### config.mk
export PLATFORM = sky130hd
export DESIGN_NAME = grid_neighbour_address_generator
export DESIGN_NICKNAME = d
export VERILOG_FILES = /design/src/rtl/gnag_pkg.sv /design/src/rtl/grid_neighbour_address_generator.sv /design/src/rtl/gnag_datapath.sv /design/src/rtl/gnag_ctrl.sv
export SDC_FILE = /design/constraint.sdc
export NUM_CORES = 1
export LEC_CHECK = 0
export BUFFER_PORTS_ARGS = -buffer_cell sky130_fd_sc_hd__buf_2
export CAP_MARGIN = 10
export CORE_ASPECT_RATIO = 0.75
export CORE_MARGIN = 3
export CORE_UTILIZATION = 34
export CTS_CLUSTER_SIZE = 24
export DETAILED_ROUTE_END_ITERATION = 12
export GPL_TIMING_DRIVEN = 0
export PLACE_DENSITY = 0.61
export SLEW_MARGIN = 20
export SYNTH_ARGS = -nofsm -noshare
export SYNTH_HDL_FRONTEND = slang
export SYNTH_HIERARCHICAL = 1
export SYNTH_SLANG_ARGS = --single-unit
### constraint.sdc
create_clock -name clock -period 7.2 [get_ports clock]
set_input_delay 0 -clock clock [delete_from_list [all_inputs] [get_ports clock]]
set_output_delay 0 -clock clock [all_outputs]
set_load 0.1 [all_outputs]
### src/rtl/gnag_pkg.sv
// Shared types and constants of the grid neighbour address generator.
// Used by gnag_ctrl, gnag_datapath and grid_neighbour_address_generator.
package gnag_pkg;

   // grid geometry and field widths
   localparam int GRID_SIDE  = 8;
   localparam int ADDR_W     = 8;
   localparam int CELL_W     = 6;
   localparam int RADIUS_W   = 3;
   localparam int RADIUS_MAX = 4;
   localparam int RADIUS_RST = 2;

   // counters for row distance and column distance (hold 0 .. RADIUS_MAX+1)
   localparam int CNT_W = $clog2(RADIUS_MAX + 2);
   // row/column positions incl. overshoot by up to RADIUS_MAX+1
   localparam int POS_W = $clog2(GRID_SIDE + RADIUS_MAX + 1);
   // width of the full row * side + column product before masking
   localparam int IDX_W = 2 * POS_W;

   // configuration port
   localparam int CSR_ADDR_W = 3;
   localparam int CSR_DATA_W = 32;
   localparam logic [0:0] REG_RADIUS = 1'b0;

   // row selection codes
   localparam logic [1:0] ROW_OWN  = 2'd0;
   localparam logic [1:0] ROW_UP   = 2'd1;
   localparam logic [1:0] ROW_DOWN = 2'd2;

   // column selection codes
   localparam logic [1:0] COL_CENTRE = 2'd0;
   localparam logic [1:0] COL_LEFT   = 2'd1;
   localparam logic [1:0] COL_RIGHT  = 2'd2;

   typedef struct packed {
      logic       load;
      logic       emit;
      logic       flush;
      logic       d_next;
      logic       d_reset;
      logic       k_next;
      logic       k_reset;
      logic       full_reach;
      logic [1:0] row_sel;
      logic [1:0] col_sel;
   } cmd_type;

   typedef struct packed {
      logic adv;
      logic up_ok;
      logic dn_ok;
      logic left_ok;
      logic right_ok;
      logic d_at_r;
   } status_type;

endpackage

### src/rtl/grid_neighbour_address_generator.sv
// Top level of the grid neighbour address generator: radius register and APB port.
// Depends on gnag_pkg, gnag_ctrl and gnag_datapath.
//
// Usage: the req channel carries one cell index (row * side + column) per transfer;
// the rsp channel returns the neighbouring cells within the radius, one per
// transfer, clipped at the grid edges, with rsp_is_last marking the final one.
// Order: rows above (nearest first), rows below, then the own row; a row above or
// below gives its center cell, then (but for the farthest) cells to the left and
// to the right, while the own row gives only cells to the left and to the right.
// An index outside the grid, or a radius of zero, gives no transfer at all.
// The radius register (byte address 0) is to be written over the csr APB port only
// while the block is idle, which the block itself does not enforce; values above
// four act as four. Reset sets it to two.
// Throughput: one item at a time; req_stall stays high from acceptance until the
// last cell has been handed to the output register.
// Lookahead: a cell moves to the output register at the next scan step that finds
// a cell or ends the scan, since one cell is held back to know whether it is the
// last. A stalled rsp holds its payload and freezes the scan; reset clears the
// controller, the pending cell and the output register.
module grid_neighbour_address_generator (
   input  logic                                 clock,
   input  logic                                 reset,
   // request channel
   input  logic                                 req_valid,
   output logic                                 req_stall,
   input  logic [gnag_pkg::ADDR_W-1:0]          req_cell_address,
   // response channel
   output logic                                 rsp_valid,
   input  logic                                 rsp_stall,
   output logic [gnag_pkg::CELL_W-1:0]          rsp_neighbour_cell,
   output logic                                 rsp_is_last,
   // configuration port
   input  logic                                 csr_psel,
   input  logic                                 csr_penable,
   input  logic                                 csr_pwrite,
   input  logic [gnag_pkg::CSR_ADDR_W-1:0]      csr_paddr,
   input  logic [gnag_pkg::CSR_DATA_W-1:0]      csr_pwdata,
   output logic [gnag_pkg::CSR_DATA_W-1:0]      csr_prdata,
   output logic                                 csr_pready
);

   logic [gnag_pkg::RADIUS_W-1:0] radius_ff, radius_in;
   logic                          csr_write;
   logic                          csr_hit;
   gnag_pkg::cmd_type             cmd;
   gnag_pkg::status_type          status;

   // register index is the word address; only the radius register exists
   assign csr_pready = 1'b1;
   assign csr_hit    = csr_paddr[gnag_pkg::CSR_ADDR_W-1:2] == gnag_pkg::REG_RADIUS;
   assign csr_write  = csr_psel && csr_penable && csr_pwrite && csr_pready;

   always_comb begin
      radius_in = radius_ff;
      if (csr_write && csr_hit) begin
         radius_in = csr_pwdata[gnag_pkg::RADIUS_W-1:0];
      end
      // read back the register; addresses beyond it read as zero
      csr_prdata = '0;
      if (csr_hit) begin
         csr_prdata = gnag_pkg::CSR_DATA_W'(radius_ff);
      end
   end

   always_ff @(posedge clock) begin
      if (reset) begin
         radius_ff <= gnag_pkg::RADIUS_W'(gnag_pkg::RADIUS_RST);
      end else begin
         radius_ff <= radius_in;
      end
   end

   // scan sequencer
   gnag_ctrl u_ctrl (
      .clock     (clock),
      .reset     (reset),
      .req_valid (req_valid),
      .req_stall (req_stall),
      .status    (status),
      .cmd       (cmd)
   );

   // address split, counters, lookahead cell and output register
   gnag_datapath u_datapath (
      .clock              (clock),
      .reset              (reset),
      .req_cell_address   (req_cell_address),
      .radius             (radius_ff),
      .cmd                (cmd),
      .status             (status),
      .rsp_stall          (rsp_stall),
      .rsp_valid          (rsp_valid),
      .rsp_neighbour_cell (rsp_neighbour_cell),
      .rsp_is_last        (rsp_is_last)
   );

endmodule

### src/rtl/gnag_datapath.sv
// Datapath: row/column split, distance counters, candidate cell and result registers.
// Depends on gnag_pkg; driven by gnag_ctrl through gnag_pkg::cmd_type.
module gnag_datapath (
   input  logic                              clock,
   input  logic                              reset,
   input  logic [gnag_pkg::ADDR_W-1:0]       req_cell_address,
   input  logic [gnag_pkg::RADIUS_W-1:0]     radius,
   input  gnag_pkg::cmd_type                 cmd,
   output gnag_pkg::status_type              status,
   input  logic                              rsp_stall,
   output logic                              rsp_valid,
   output logic [gnag_pkg::CELL_W-1:0]       rsp_neighbour_cell,
   output logic                              rsp_is_last
);

   logic [gnag_pkg::POS_W-1:0]    row_ff, row_in;
   logic [gnag_pkg::POS_W-1:0]    col_ff, col_in;
   logic [gnag_pkg::CNT_W-1:0]    r_ff, r_in;
   logic [gnag_pkg::CNT_W-1:0]    d_ff, d_in;
   logic [gnag_pkg::CNT_W-1:0]    k_ff, k_in;
   logic                          pend_valid_ff, pend_valid_in;
   logic [gnag_pkg::CELL_W-1:0]   pend_cell_ff, pend_cell_in;
   logic                          out_valid_ff, out_valid_in;
   logic [gnag_pkg::CELL_W-1:0]   out_cell_ff, out_cell_in;
   logic                          out_last_ff, out_last_in;

   logic [gnag_pkg::ADDR_W-1:0]   row_full;
   logic                          in_grid;
   logic [gnag_pkg::CNT_W-1:0]    r_clip;
   logic [gnag_pkg::CNT_W-1:0]    reach;
   logic [gnag_pkg::POS_W-1:0]    d_ext, k_ext;
   logic [gnag_pkg::POS_W-1:0]    row_pick, col_pick;
   logic [gnag_pkg::IDX_W-1:0]    cell_wide;
   logic                          push;

   // split the incoming address; an address outside the grid loads radius zero
   always_comb begin
      row_full = gnag_pkg::ADDR_W'(req_cell_address / gnag_pkg::GRID_SIDE);
      in_grid  = row_full < gnag_pkg::ADDR_W'(gnag_pkg::GRID_SIDE);
      if (radius > gnag_pkg::RADIUS_W'(gnag_pkg::RADIUS_MAX)) begin
         r_clip = gnag_pkg::CNT_W'(gnag_pkg::RADIUS_MAX);
      end else begin
         r_clip = gnag_pkg::CNT_W'(radius);
      end
   end

   // candidate cell and scan limits
   always_comb begin
      d_ext = gnag_pkg::POS_W'(d_ff);
      k_ext = gnag_pkg::POS_W'(k_ff);
      if (cmd.full_reach || r_ff == '0) begin
         reach = r_ff;
      end else begin
         reach = r_ff - gnag_pkg::CNT_W'(1);
      end

      unique case (cmd.row_sel)
         gnag_pkg::ROW_UP:   row_pick = row_ff - d_ext;
         gnag_pkg::ROW_DOWN: row_pick = row_ff + d_ext;
         default:            row_pick = row_ff;
      endcase

      unique case (cmd.col_sel)
         gnag_pkg::COL_LEFT:  col_pick = col_ff - k_ext;
         gnag_pkg::COL_RIGHT: col_pick = col_ff + k_ext;
         default:             col_pick = col_ff;
      endcase

      cell_wide = gnag_pkg::IDX_W'(row_pick) * gnag_pkg::IDX_W'(gnag_pkg::GRID_SIDE)
                + gnag_pkg::IDX_W'(col_pick);

      status.adv      = !out_valid_ff || !rsp_stall;
      status.up_ok    = (d_ff <= r_ff) && (d_ext <= row_ff);
      status.dn_ok    = (d_ff <= r_ff)
                     && ((row_ff + d_ext) < gnag_pkg::POS_W'(gnag_pkg::GRID_SIDE));
      status.left_ok  = (k_ff <= reach) && (k_ext <= col_ff);
      status.right_ok = (k_ff <= reach)
                     && ((col_ff + k_ext) < gnag_pkg::POS_W'(gnag_pkg::GRID_SIDE));
      status.d_at_r   = d_ff == r_ff;
   end

   // next-state of counters, pending cell and output register
   always_comb begin
      row_in        = row_ff;
      col_in        = col_ff;
      r_in          = r_ff;
      d_in          = d_ff;
      k_in          = k_ff;
      pend_valid_in = pend_valid_ff;
      pend_cell_in  = pend_cell_ff;
      out_valid_in  = out_valid_ff;
      out_cell_in   = out_cell_ff;
      out_last_in   = out_last_ff;

      if (cmd.load) begin
         row_in = gnag_pkg::POS_W'(row_full);
         col_in = gnag_pkg::POS_W'(req_cell_address % gnag_pkg::GRID_SIDE);
         r_in   = in_grid ? r_clip : '0;
      end

      if (cmd.load || cmd.d_reset) begin
         d_in = gnag_pkg::CNT_W'(1);
      end else if (cmd.d_next) begin
         d_in = d_ff + gnag_pkg::CNT_W'(1);
      end

      if (cmd.load || cmd.k_reset || cmd.d_next) begin
         k_in = gnag_pkg::CNT_W'(1);
      end else if (cmd.k_next) begin
         k_in = k_ff + gnag_pkg::CNT_W'(1);
      end

      // one cell of lookahead tells whether the pending cell is the last
      push = (cmd.emit || cmd.flush) && pend_valid_ff;
      if (push) begin
         out_valid_in = 1'b1;
         out_cell_in  = pend_cell_ff;
         out_last_in  = cmd.flush;
      end else if (!rsp_stall) begin
         out_valid_in = 1'b0;
      end

      if (cmd.load || cmd.flush) begin
         pend_valid_in = 1'b0;
      end else if (cmd.emit) begin
         pend_valid_in = 1'b1;
         pend_cell_in  = cell_wide[gnag_pkg::CELL_W-1:0];
      end
   end

   always_ff @(posedge clock) begin
      if (reset) begin
         pend_valid_ff <= 1'b0;
         out_valid_ff  <= 1'b0;
      end else begin
         pend_valid_ff <= pend_valid_in;
         out_valid_ff  <= out_valid_in;
      end
   end

   always_ff @(posedge clock) begin
      row_ff       <= row_in;
      col_ff       <= col_in;
      r_ff         <= r_in;
      d_ff         <= d_in;
      k_ff         <= k_in;
      pend_cell_ff <= pend_cell_in;
      out_cell_ff  <= out_cell_in;
      out_last_ff  <= out_last_in;
   end

   assign rsp_valid          = out_valid_ff;
   assign rsp_neighbour_cell = out_cell_ff;
   assign rsp_is_last        = out_last_ff;

endmodule

### src/rtl/gnag_ctrl.sv
// Controller: walks rows above, rows below, own row; one scan step a cycle unless
// rsp stalls. Depends on gnag_pkg; commands gnag_datapath via gnag_pkg::cmd_type.
module gnag_ctrl (
   input  logic                  clock,
   input  logic                  reset,
   input  logic                  req_valid,
   output logic                  req_stall,
   input  gnag_pkg::status_type  status,
   output gnag_pkg::cmd_type     cmd
);

   localparam logic [3:0] S_IDLE  = 4'd0;
   localparam logic [3:0] S_UP_C  = 4'd1;
   localparam logic [3:0] S_UP_L  = 4'd2;
   localparam logic [3:0] S_UP_R  = 4'd3;
   localparam logic [3:0] S_DN_C  = 4'd4;
   localparam logic [3:0] S_DN_L  = 4'd5;
   localparam logic [3:0] S_DN_R  = 4'd6;
   localparam logic [3:0] S_OWN_L = 4'd7;
   localparam logic [3:0] S_OWN_R = 4'd8;
   localparam logic [3:0] S_FLUSH = 4'd9;

   logic [3:0] state_ff, state_in;

   always_comb begin
      state_in  = state_ff;
      cmd       = '0;
      req_stall = state_ff != S_IDLE;

      unique case (state_ff)
         S_IDLE: begin
            if (req_valid) begin
               cmd.load = 1'b1;
               state_in = S_UP_C;
            end
         end
         S_UP_C, S_DN_C: begin
            cmd.row_sel = (state_ff == S_UP_C) ? gnag_pkg::ROW_UP : gnag_pkg::ROW_DOWN;
            cmd.col_sel = gnag_pkg::COL_CENTRE;
            if (status.adv) begin
               if ((state_ff == S_UP_C) ? status.up_ok : status.dn_ok) begin
                  cmd.emit = 1'b1;
                  if (status.d_at_r) begin
                     cmd.d_next = 1'b1;
                  end else begin
                     state_in = (state_ff == S_UP_C) ? S_UP_L : S_DN_L;
                  end
               end else begin
                  cmd.d_reset = 1'b1;
                  state_in    = (state_ff == S_UP_C) ? S_DN_C : S_OWN_L;
               end
            end
         end
         S_UP_L, S_DN_L, S_OWN_L: begin
            unique case (state_ff)
               S_UP_L:  cmd.row_sel = gnag_pkg::ROW_UP;
               S_DN_L:  cmd.row_sel = gnag_pkg::ROW_DOWN;
               default: cmd.row_sel = gnag_pkg::ROW_OWN;
            endcase
            cmd.col_sel    = gnag_pkg::COL_LEFT;
            cmd.full_reach = state_ff == S_OWN_L;
            if (status.adv) begin
               if (status.left_ok) begin
                  cmd.emit   = 1'b1;
                  cmd.k_next = 1'b1;
               end else begin
                  cmd.k_reset = 1'b1;
                  unique case (state_ff)
                     S_UP_L:  state_in = S_UP_R;
                     S_DN_L:  state_in = S_DN_R;
                     default: state_in = S_OWN_R;
                  endcase
               end
            end
         end
         S_UP_R, S_DN_R, S_OWN_R: begin
            unique case (state_ff)
               S_UP_R:  cmd.row_sel = gnag_pkg::ROW_UP;
               S_DN_R:  cmd.row_sel = gnag_pkg::ROW_DOWN;
               default: cmd.row_sel = gnag_pkg::ROW_OWN;
            endcase
            cmd.col_sel    = gnag_pkg::COL_RIGHT;
            cmd.full_reach = state_ff == S_OWN_R;
            if (status.adv) begin
               if (status.right_ok) begin
                  cmd.emit   = 1'b1;
                  cmd.k_next = 1'b1;
               end else begin
                  unique case (state_ff)
                     S_UP_R: begin
                        cmd.d_next = 1'b1;
                        state_in   = S_UP_C;
                     end
                     S_DN_R: begin
                        cmd.d_next = 1'b1;
                        state_in   = S_DN_C;
                     end
                     default: state_in = S_FLUSH;
                  endcase
               end
            end
         end
         S_FLUSH: begin
            if (status.adv) begin
               cmd.flush = 1'b1;
               state_in  = S_IDLE;
            end
         end
         default: state_in = S_IDLE;
      endcase
   end

   always_ff @(posedge clock) begin
      if (reset) begin
         state_ff <= S_IDLE;
      end else begin
         state_ff <= state_in;
      end
   end

endmodule
==> impl_metrics.ini, run 1 <==
[status]
outcome = completed

[global_route]
grt_max_degree = 19
grt_pass1_wl_um = 9870
overflow = 0
antenna_found_initial = 0
grt_pass1_vias = 2039
grtUsageTotal_pct = 12.6

[sta]
finalHoldViolCount = 0
rsz0062_at_grt = no
tightest_slew_ns = 0.874
fin_tns_setup_ns = 0
report.final.setup_viol = 0
period_needed_ns = 4.84
finClkSkew_ns = 0.00522
max_slew_margin_pct = 41.6
report.final.slew_viol_count = 0
fmaxAchievable_mhz = 207
finalCritPeriodShare_pct = 67.2

[power]
leakage_nw = 1.65
p_per_area_nw_per_um2 = 401
peakVddDrop_uv = 325

[synth]
yosysTopAreaCellShare_pct = 23.7
yosysMostFrequentCell = inv_1
synthFlopType = edfxtp_1
synth_edf_count = 23
seq_area_frac_synth_pct = 34.1
netlist_area_um2 = 2910
yosysTopAreaCell = edfxtp_1
synth_area_leaders = edfxtp_1 (24%), ha_1 (12%), dfxtp_1 (10%)
ys_warn_count = 6
netlist_top_cells_count = inv_1 (32), buf_4 (30), ha_1 (29), edfxtp_1 (23), nor2_1 (19)
synth-async-reset-ratio_pct = 0
syn_inst = 306
ys_ff_latch = 38
syn_avg_cell_area_um2 = 9.51
synth_cell_types = 55

[clock_network]
clkTransAtPathRegs_ns = 0.06
hold_buffers = 11
post-cts-setup-buffers = 0
cts_buffers = 5
cts_resized = 0
clock-sinks = 38
cts_tree = built
cts_buffer_depth = 2
htreeDepth = 2
clkLatencyLatePin_ns = 0.28
root_buffer = clkbuf_16

[hold_path]
hold_path_startpoint = req_cell_address[7]
min_path_type = in2reg

[worst_setup_path]
ff2ff_path_depth = 15
arrival_ns = 4.74
rrSetupSlack_ns = 2.36
cp.required_ns = 7.10
startpoint_type = flip-flop
crit_start = u_ctrl/state_ff[3]
cp_max_fo = 10
endpoint_kind = flip-flop
path_class = reg2reg
reg2reg_to = u_datapath/pend_cell_ff[4]
crit_end = u_datapath/pend_cell_ff[4]
r2r_start = u_ctrl/state_ff[3]

[detailed_routing]
drtPass1Iterations = 4
drc_errors = 0
drt_iter0_markers = 113
totalWireLength_um = 5820
viasPerCell = 4.56
wl_per_cell_um = 11.9
num_vias = 2227
drtAntennaViolNets = 0

[die]
core-area_um2 = 8090
io_pins = 92
die_w_um = 113
rows = 28
start_util_pct = 35.9
die_height_um = 86.1
dieArea_um2 = 9710

[finish]
finalNonFillerCells = 488
area_growth_pct = 22.7
drive_above_1_share_pct = 21.1
fin_nets = 466
n_antenna_cell = 0

[job]
cap_violations = 0

[placed_design]
place.gp.congestion = 0.867
dp.cells = 469
hpwlAfterDp_um = 4590
portBuffers = 30
-- layout by cell type, fill, tap and decap left out, drive strengths merged, types with 7 or more instances in the layout --
master,netlist,final
inv,33,33
nor2,20,20
conb,2,30
mux2i,7,7
a21oi,18,18
dfxtp,15,15
nor3,7,7
o21ai,7,7
nand2b,8,8
nand2,14,14
ha,29,29
clkbuf,3,10
dlygate4sd3,0,11
buf,36,66
edfxtp,23,23
-- critical path, cell delays in order, from the launching register on --
cell and delay [ns]:
dfxtp_1 0.31, clkbuf_1 0.21, nand2b_1 0.29, o21ai_0 0.51, a21oi_1 0.17, o21ai_0 0.31, ha_1 0.31, nor2b_1 0.14
o21ai_0 0.15, a32oi_1 0.10, nor3_1 0.38, and3b_1 0.22, a21oi_1 0.06, o211ai_4 0.29, o211a_1 0.26, nor3b_1 0.73
-- state kept, by name, indices dropped and copies added, names as in the netlist --
name and cells:
u_datapath/pend_cell_ff 6, u_datapath/rsp_neighbour_cell 6, u_ctrl/state_ff 4, u_datapath/row_ff 4
radius_ff 3, u_datapath/col_ff 3, u_datapath/d_ff 3, u_datapath/k_ff 3
u_datapath/r_ff 3, u_datapath/pend_valid_ff 1, u_datapath/rsp_is_last 1, u_datapath/rsp_valid 1
-- cell families after synthesis --
family | Yosys count | share of synthesized area (%)
other cells | 2 | 0.258
mux | 9 | 3.31
flops | 38 | 34.1
fa+ha+maj | 34 | 15.9
xor+xnor | 10 | 3.01
compound gates | 54 | 13.0
buf+inv | 72 | 13.8
simple gates | 87 | 16.6
-- power by group --
part	switching, mW	internal (mW)	leakage [nW]	total (mW)
logic	0.543	0.290	1.24	0.833
clock network	0.0827	0.164	0.0781	0.246
registers	0.0395	0.313	0.335	0.352
-- how the worst min path moves through the flow --
stage                                end  slack, ns  cells after the start
floorplan           u_datapath/rsp_valid       0.07                      1
global placement    u_datapath/row_ff[0]       0.18                      1
detailed placement  u_datapath/row_ff[0]       0.18                      1
CTS                   u_datapath/r_ff[2]       0.04                      2
global route          u_datapath/r_ff[2]       0.04                      2
finish                u_datapath/r_ff[2]       0.04                      2
-- layout make-up --
| cell class | instances | area (um^2) |
|---|---|---|
| Buffer | 39 | 277 |
| Clock buffer | 7 | 133 |
| Clock inverter | 1 | 30.0 |
| Fill cell | 783 | 4520 |
| Inverter | 33 | 124 |
| Multi-Input combinational cell | 224 | 1620 |
| Sequential cell | 38 | 991 |
| Tap cell | 105 | 131 |
| Timing Repair Buffer | 41 | 260 |
-- layer usage --
layer / wire length, um / global-route usage, %
met3: 429 / 4.16
met5: 0 / 0
met2: 2390 / 17.8
met1: 2960 / 18.4
met4: 39 / 2.95
-- metrics by stage --
stage	worst slack (ns)	hold slack [ns]	area (um^2)	util, %	power, mW
finish	2.36	0.0431	3570	44.1	1.43
global route	1.92	0.0432	3570	44.1	1.56
CTS	2.36	0.0356	3570	44.1	1.44
detailed placement	2.40	0.179	3300	40.7	1.18
global placement	2.55	0.179	3300	40.7	1.16
floorplan	3.42	0.0724	3010	-	1.02
(Power assumes the default switching activity.)
==> inputs of run 2 (changes only) <==
--- a/config.mk
+++ b/config.mk
@@ -5,6 +5,7 @@
 export SDC_FILE = /design/constraint.sdc
 export NUM_CORES = 1
 export LEC_CHECK = 0
+export ABC_AREA = 1
 export BUFFER_PORTS_ARGS = -buffer_cell sky130_fd_sc_hd__buf_2
 export CAP_MARGIN = 10
 export CORE_ASPECT_RATIO = 0.75
@@ -13,7 +14,7 @@
 export CTS_CLUSTER_SIZE = 24
 export DETAILED_ROUTE_END_ITERATION = 12
 export GPL_TIMING_DRIVEN = 0
-export PLACE_DENSITY = 0.61
+export PLACE_DENSITY = 0.63
 export SLEW_MARGIN = 20
 export SYNTH_ARGS = -nofsm -noshare
 export SYNTH_HDL_FRONTEND = slang
==> constraint.sdc (replaced) <==
create_clock -name clock -period 4.1 [get_ports clock]
set_input_delay 0 -clock clock [delete_from_list [all_inputs] [get_ports clock]]
set_output_delay 0 -clock clock [all_outputs]
set_load 0.1 [all_outputs]
==> run 2 against run 1 <==
Routed wire length increased by 4.5%. Clock-buffer cell count decreased by 2. Synthesized area increased by 2.3%. Combinational power increased by 64%. Sequential power increased by 83%. Synthesized cell count increased by 22%. First-iteration DRC count increased by 21%.
==> impl_metrics.ini, run 2 <==
[status]
outcome = completed

[finish]
fillerInstances = 841
final_common_cell = inv_1
multi_input_area_um2 = 1600
area_growth_pct = 21.8
n_antenna_cell = 0
seqCellArea_um2 = 991
drive_above_1_share_pct = 22.5
fin_nets = 532
finalNonFillerCells = 554
final_cell_mix = inv_1 (65), nand2_1 (49), nor2_1 (48)

[placed_design]
place.gp.congestion = 0.860
dp.cells = 537
portBuffers = 30
hpwlAfterDp_um = 5020
place_ws_ns = 0.714

[global_route]
grt_max_degree = 15
overflow = 0
grtUsageTotal_pct = 12.5
grt_pass1_vias = 2147
grt_pass1_wl_um = 9870
antenna_found_initial = 0

[worst_setup_path]
crit_end = u_datapath/pend_cell_ff[1]
rrSetupSlack_ns = 0.63
ff2ff_path_depth = 16
cp.required_ns = 4.00
cpMaxStageDelayCell = nor3b_1
reg2reg_to = u_datapath/pend_cell_ff[1]
cp_cell_sequence = inv_1 -> nor2_1 -> nand2_1 -> nand2_1 -> nor2_1 -> o21ai_0 -> o21ai_0 -> ha_1 -> a21oi_1 -> a32oi_1 -> nor2_1 -> nand2_2 -> nand2_2 -> o21ai_0 -> inv_1 -> nor3b_1
arrival_ns = 3.37
max_stage_delay_ns = 0.71
cp_max_fo = 6
startpoint_type = flip-flop
r2r_start = u_ctrl/state_ff[3]
endpoint_kind = flip-flop
path_class = reg2reg
crit_start = u_ctrl/state_ff[3]

[clock_network]
cts_buffers = 5
htreeDepth = 2
clkLatencyLatePin_ns = 0.28
hold_buffers = 9
post-cts-setup-buffers = 0
clkTransAtPathRegs_ns = 0.06
cts_buffer_depth = 2
cts_tree = built
cts_resized = 0
root_buffer = clkbuf_16
clock-sinks = 38

[sta]
finalHoldViolCount = 0
fmaxAchievable_mhz = 288
finClkSkew_ns = 0.00517
tightest_slew_ns = 0.854
report.final.setup_viol = 0
report.final.slew_viol_count = 0
finalCritPeriodShare_pct = 84.7
whs_ns = 0.0207
rsz0062_at_grt = no
period_needed_ns = 3.47
fin_ws_ns = 0.629
max_slew_margin_pct = 42.5
fin_tns_setup_ns = 0

[power]
p_per_area_nw_per_um2 = 675
leakage_nw = 1.88
peakVddDrop_uv = 243

[detailed_routing]
drc_errors = 0
totalWireLength_um = 6080
viasPerCell = 4.28
drtPass1Iterations = 4
num_vias = 2371
drt_iter0_markers = 137
wl_per_cell_um = 11.0
drtAntennaViolNets = 0

[synth]
netlist_top_cells_count = inv_1 (65), nand2_1 (49), nor2_1 (49), buf_4 (30), ha_1 (29)
syn_avg_cell_area_um2 = 7.96
yosysTopAreaCellShare_pct = 23.2
syn_inst = 374
synth_edf_count = 23
synth_cell_types = 37
netlist_area_um2 = 2980
seq_area_frac_synth_pct = 33.3
ys_ff_latch = 38
yosysTopAreaCell = edfxtp_1
synth_area_leaders = edfxtp_1 (23%), ha_1 (12%), dfxtp_1 (10%)
synthFlopType = edfxtp_1
ys_warn_count = 6
synth-async-reset-ratio_pct = 0
yosysMostFrequentCell = inv_1

[die]
rows = 28
start_util_pct = 36.3
core-area_um2 = 8200
die_w_um = 114
dieArea_um2 = 9920
io_pins = 92
die_height_um = 87.0

[job]
cap_violations = 0

[hold_path]
min_path_type = in2reg
hold_path_startpoint = req_cell_address[7]
## run 2: changes by cell type after synthesis, moves of 4 or more
cell	before	now
a221oi_1	5	0
inv_1	32	65
mux2i_1	7	0
nand2_1	14	49
nand2_2	0	10
nand2b_1	8	0
nand3_1	5	17
nor2_1	19	49
nor2_4	0	4
nor2b_1	4	0
nor3_1	7	2
o21ai_0	7	17
o21ai_1	0	4
xor2_1	6	2
## run 2: power breakdown
| part | internal (mW) | switching (mW) |
|---|---|---|
| registers | 0.558 | 0.0869 |
| clock network | 0.286 | 0.148 |
| logic | 0.418 | 0.948 |
| total | 1.26 | 1.18 |
## run 2: cell type report
cell class	instances	area share, %
Buffer	30	6.21
Clock buffer	5	3.45
Clock inverter	3	1.24
Inverter	71	7.35
Multi-Input combinational cell	263	44.2
Sequential cell	38	27.3
Tap cell	105	3.62
Timing Repair Buffer	39	6.63
## run 2: how the worst min path moves through the flow
stage / slack (ns) / endpoint / depth (start not counted)
2_1_floorplan: 0.07 / u_datapath/rsp_valid / 1
3_3_place_gp: 0.18 / u_datapath/col_ff[1] / 1
3_5_place_dp: 0.18 / u_datapath/col_ff[1] / 1
4_1_cts: 0.02 / u_datapath/r_ff[2] / 2
5_1_grt: 0.03 / u_datapath/r_ff[2] / 2
6_report: 0.02 / u_datapath/r_ff[2] / 2
## run 2: metrics by stage
step / util (%) / power, mW / area, um^2
2_1_floorplan: - / 1.74 / 3080
3_3_place_gp: 41.0 / 1.97 / 3360
3_5_place_dp: 41.1 / 2.01 / 3370
4_1_cts: 44.2 / 2.47 / 3630
5_1_grt: 44.2 / 2.67 / 3630
6_report: 44.2 / 2.45 / 3630
## run 2: cells by family after synthesis
| family | count (synthesis) | synth area share, % |
|---|---|---|
| xor gates and xnor gates | 4 | 1.18 |
| other | 2 | 0.252 |
| buffers and inverters | 101 | 16.5 |
| DFF | 38 | 33.3 |
| AOI/OAI and AO/OA | 47 | 8.91 |
| and+or+nand+nor | 148 | 24.3 |
| adders and majority gates | 34 | 15.6 |
## run 2: critical path, delay by kind of cell (launching register included)
| family | cells | cell delay (ns) |
|---|---|---|
| AND/OR/NAND/NOR | 8 | 1.52 |
| AO/OA/AOI/OAI | 5 | 0.53 |
| flip-flops | 1 | 0.48 |
| adder cells (fa/ha/maj) | 1 | 0.32 |
| buffers and inverters | 2 | 0.25 |
## run 2: routing by layer
metal / part of all wire [%] / vias to the layer above / GRT usage, %
li1: - / 1274 / -
met1: 49 / 1042 / 17.8
met2: 45 / 53 / 19.6
met3: 5.5 / 2 / 2.99
met4: 0.41 / 0 / 2.27
met5: 0 / - / 0
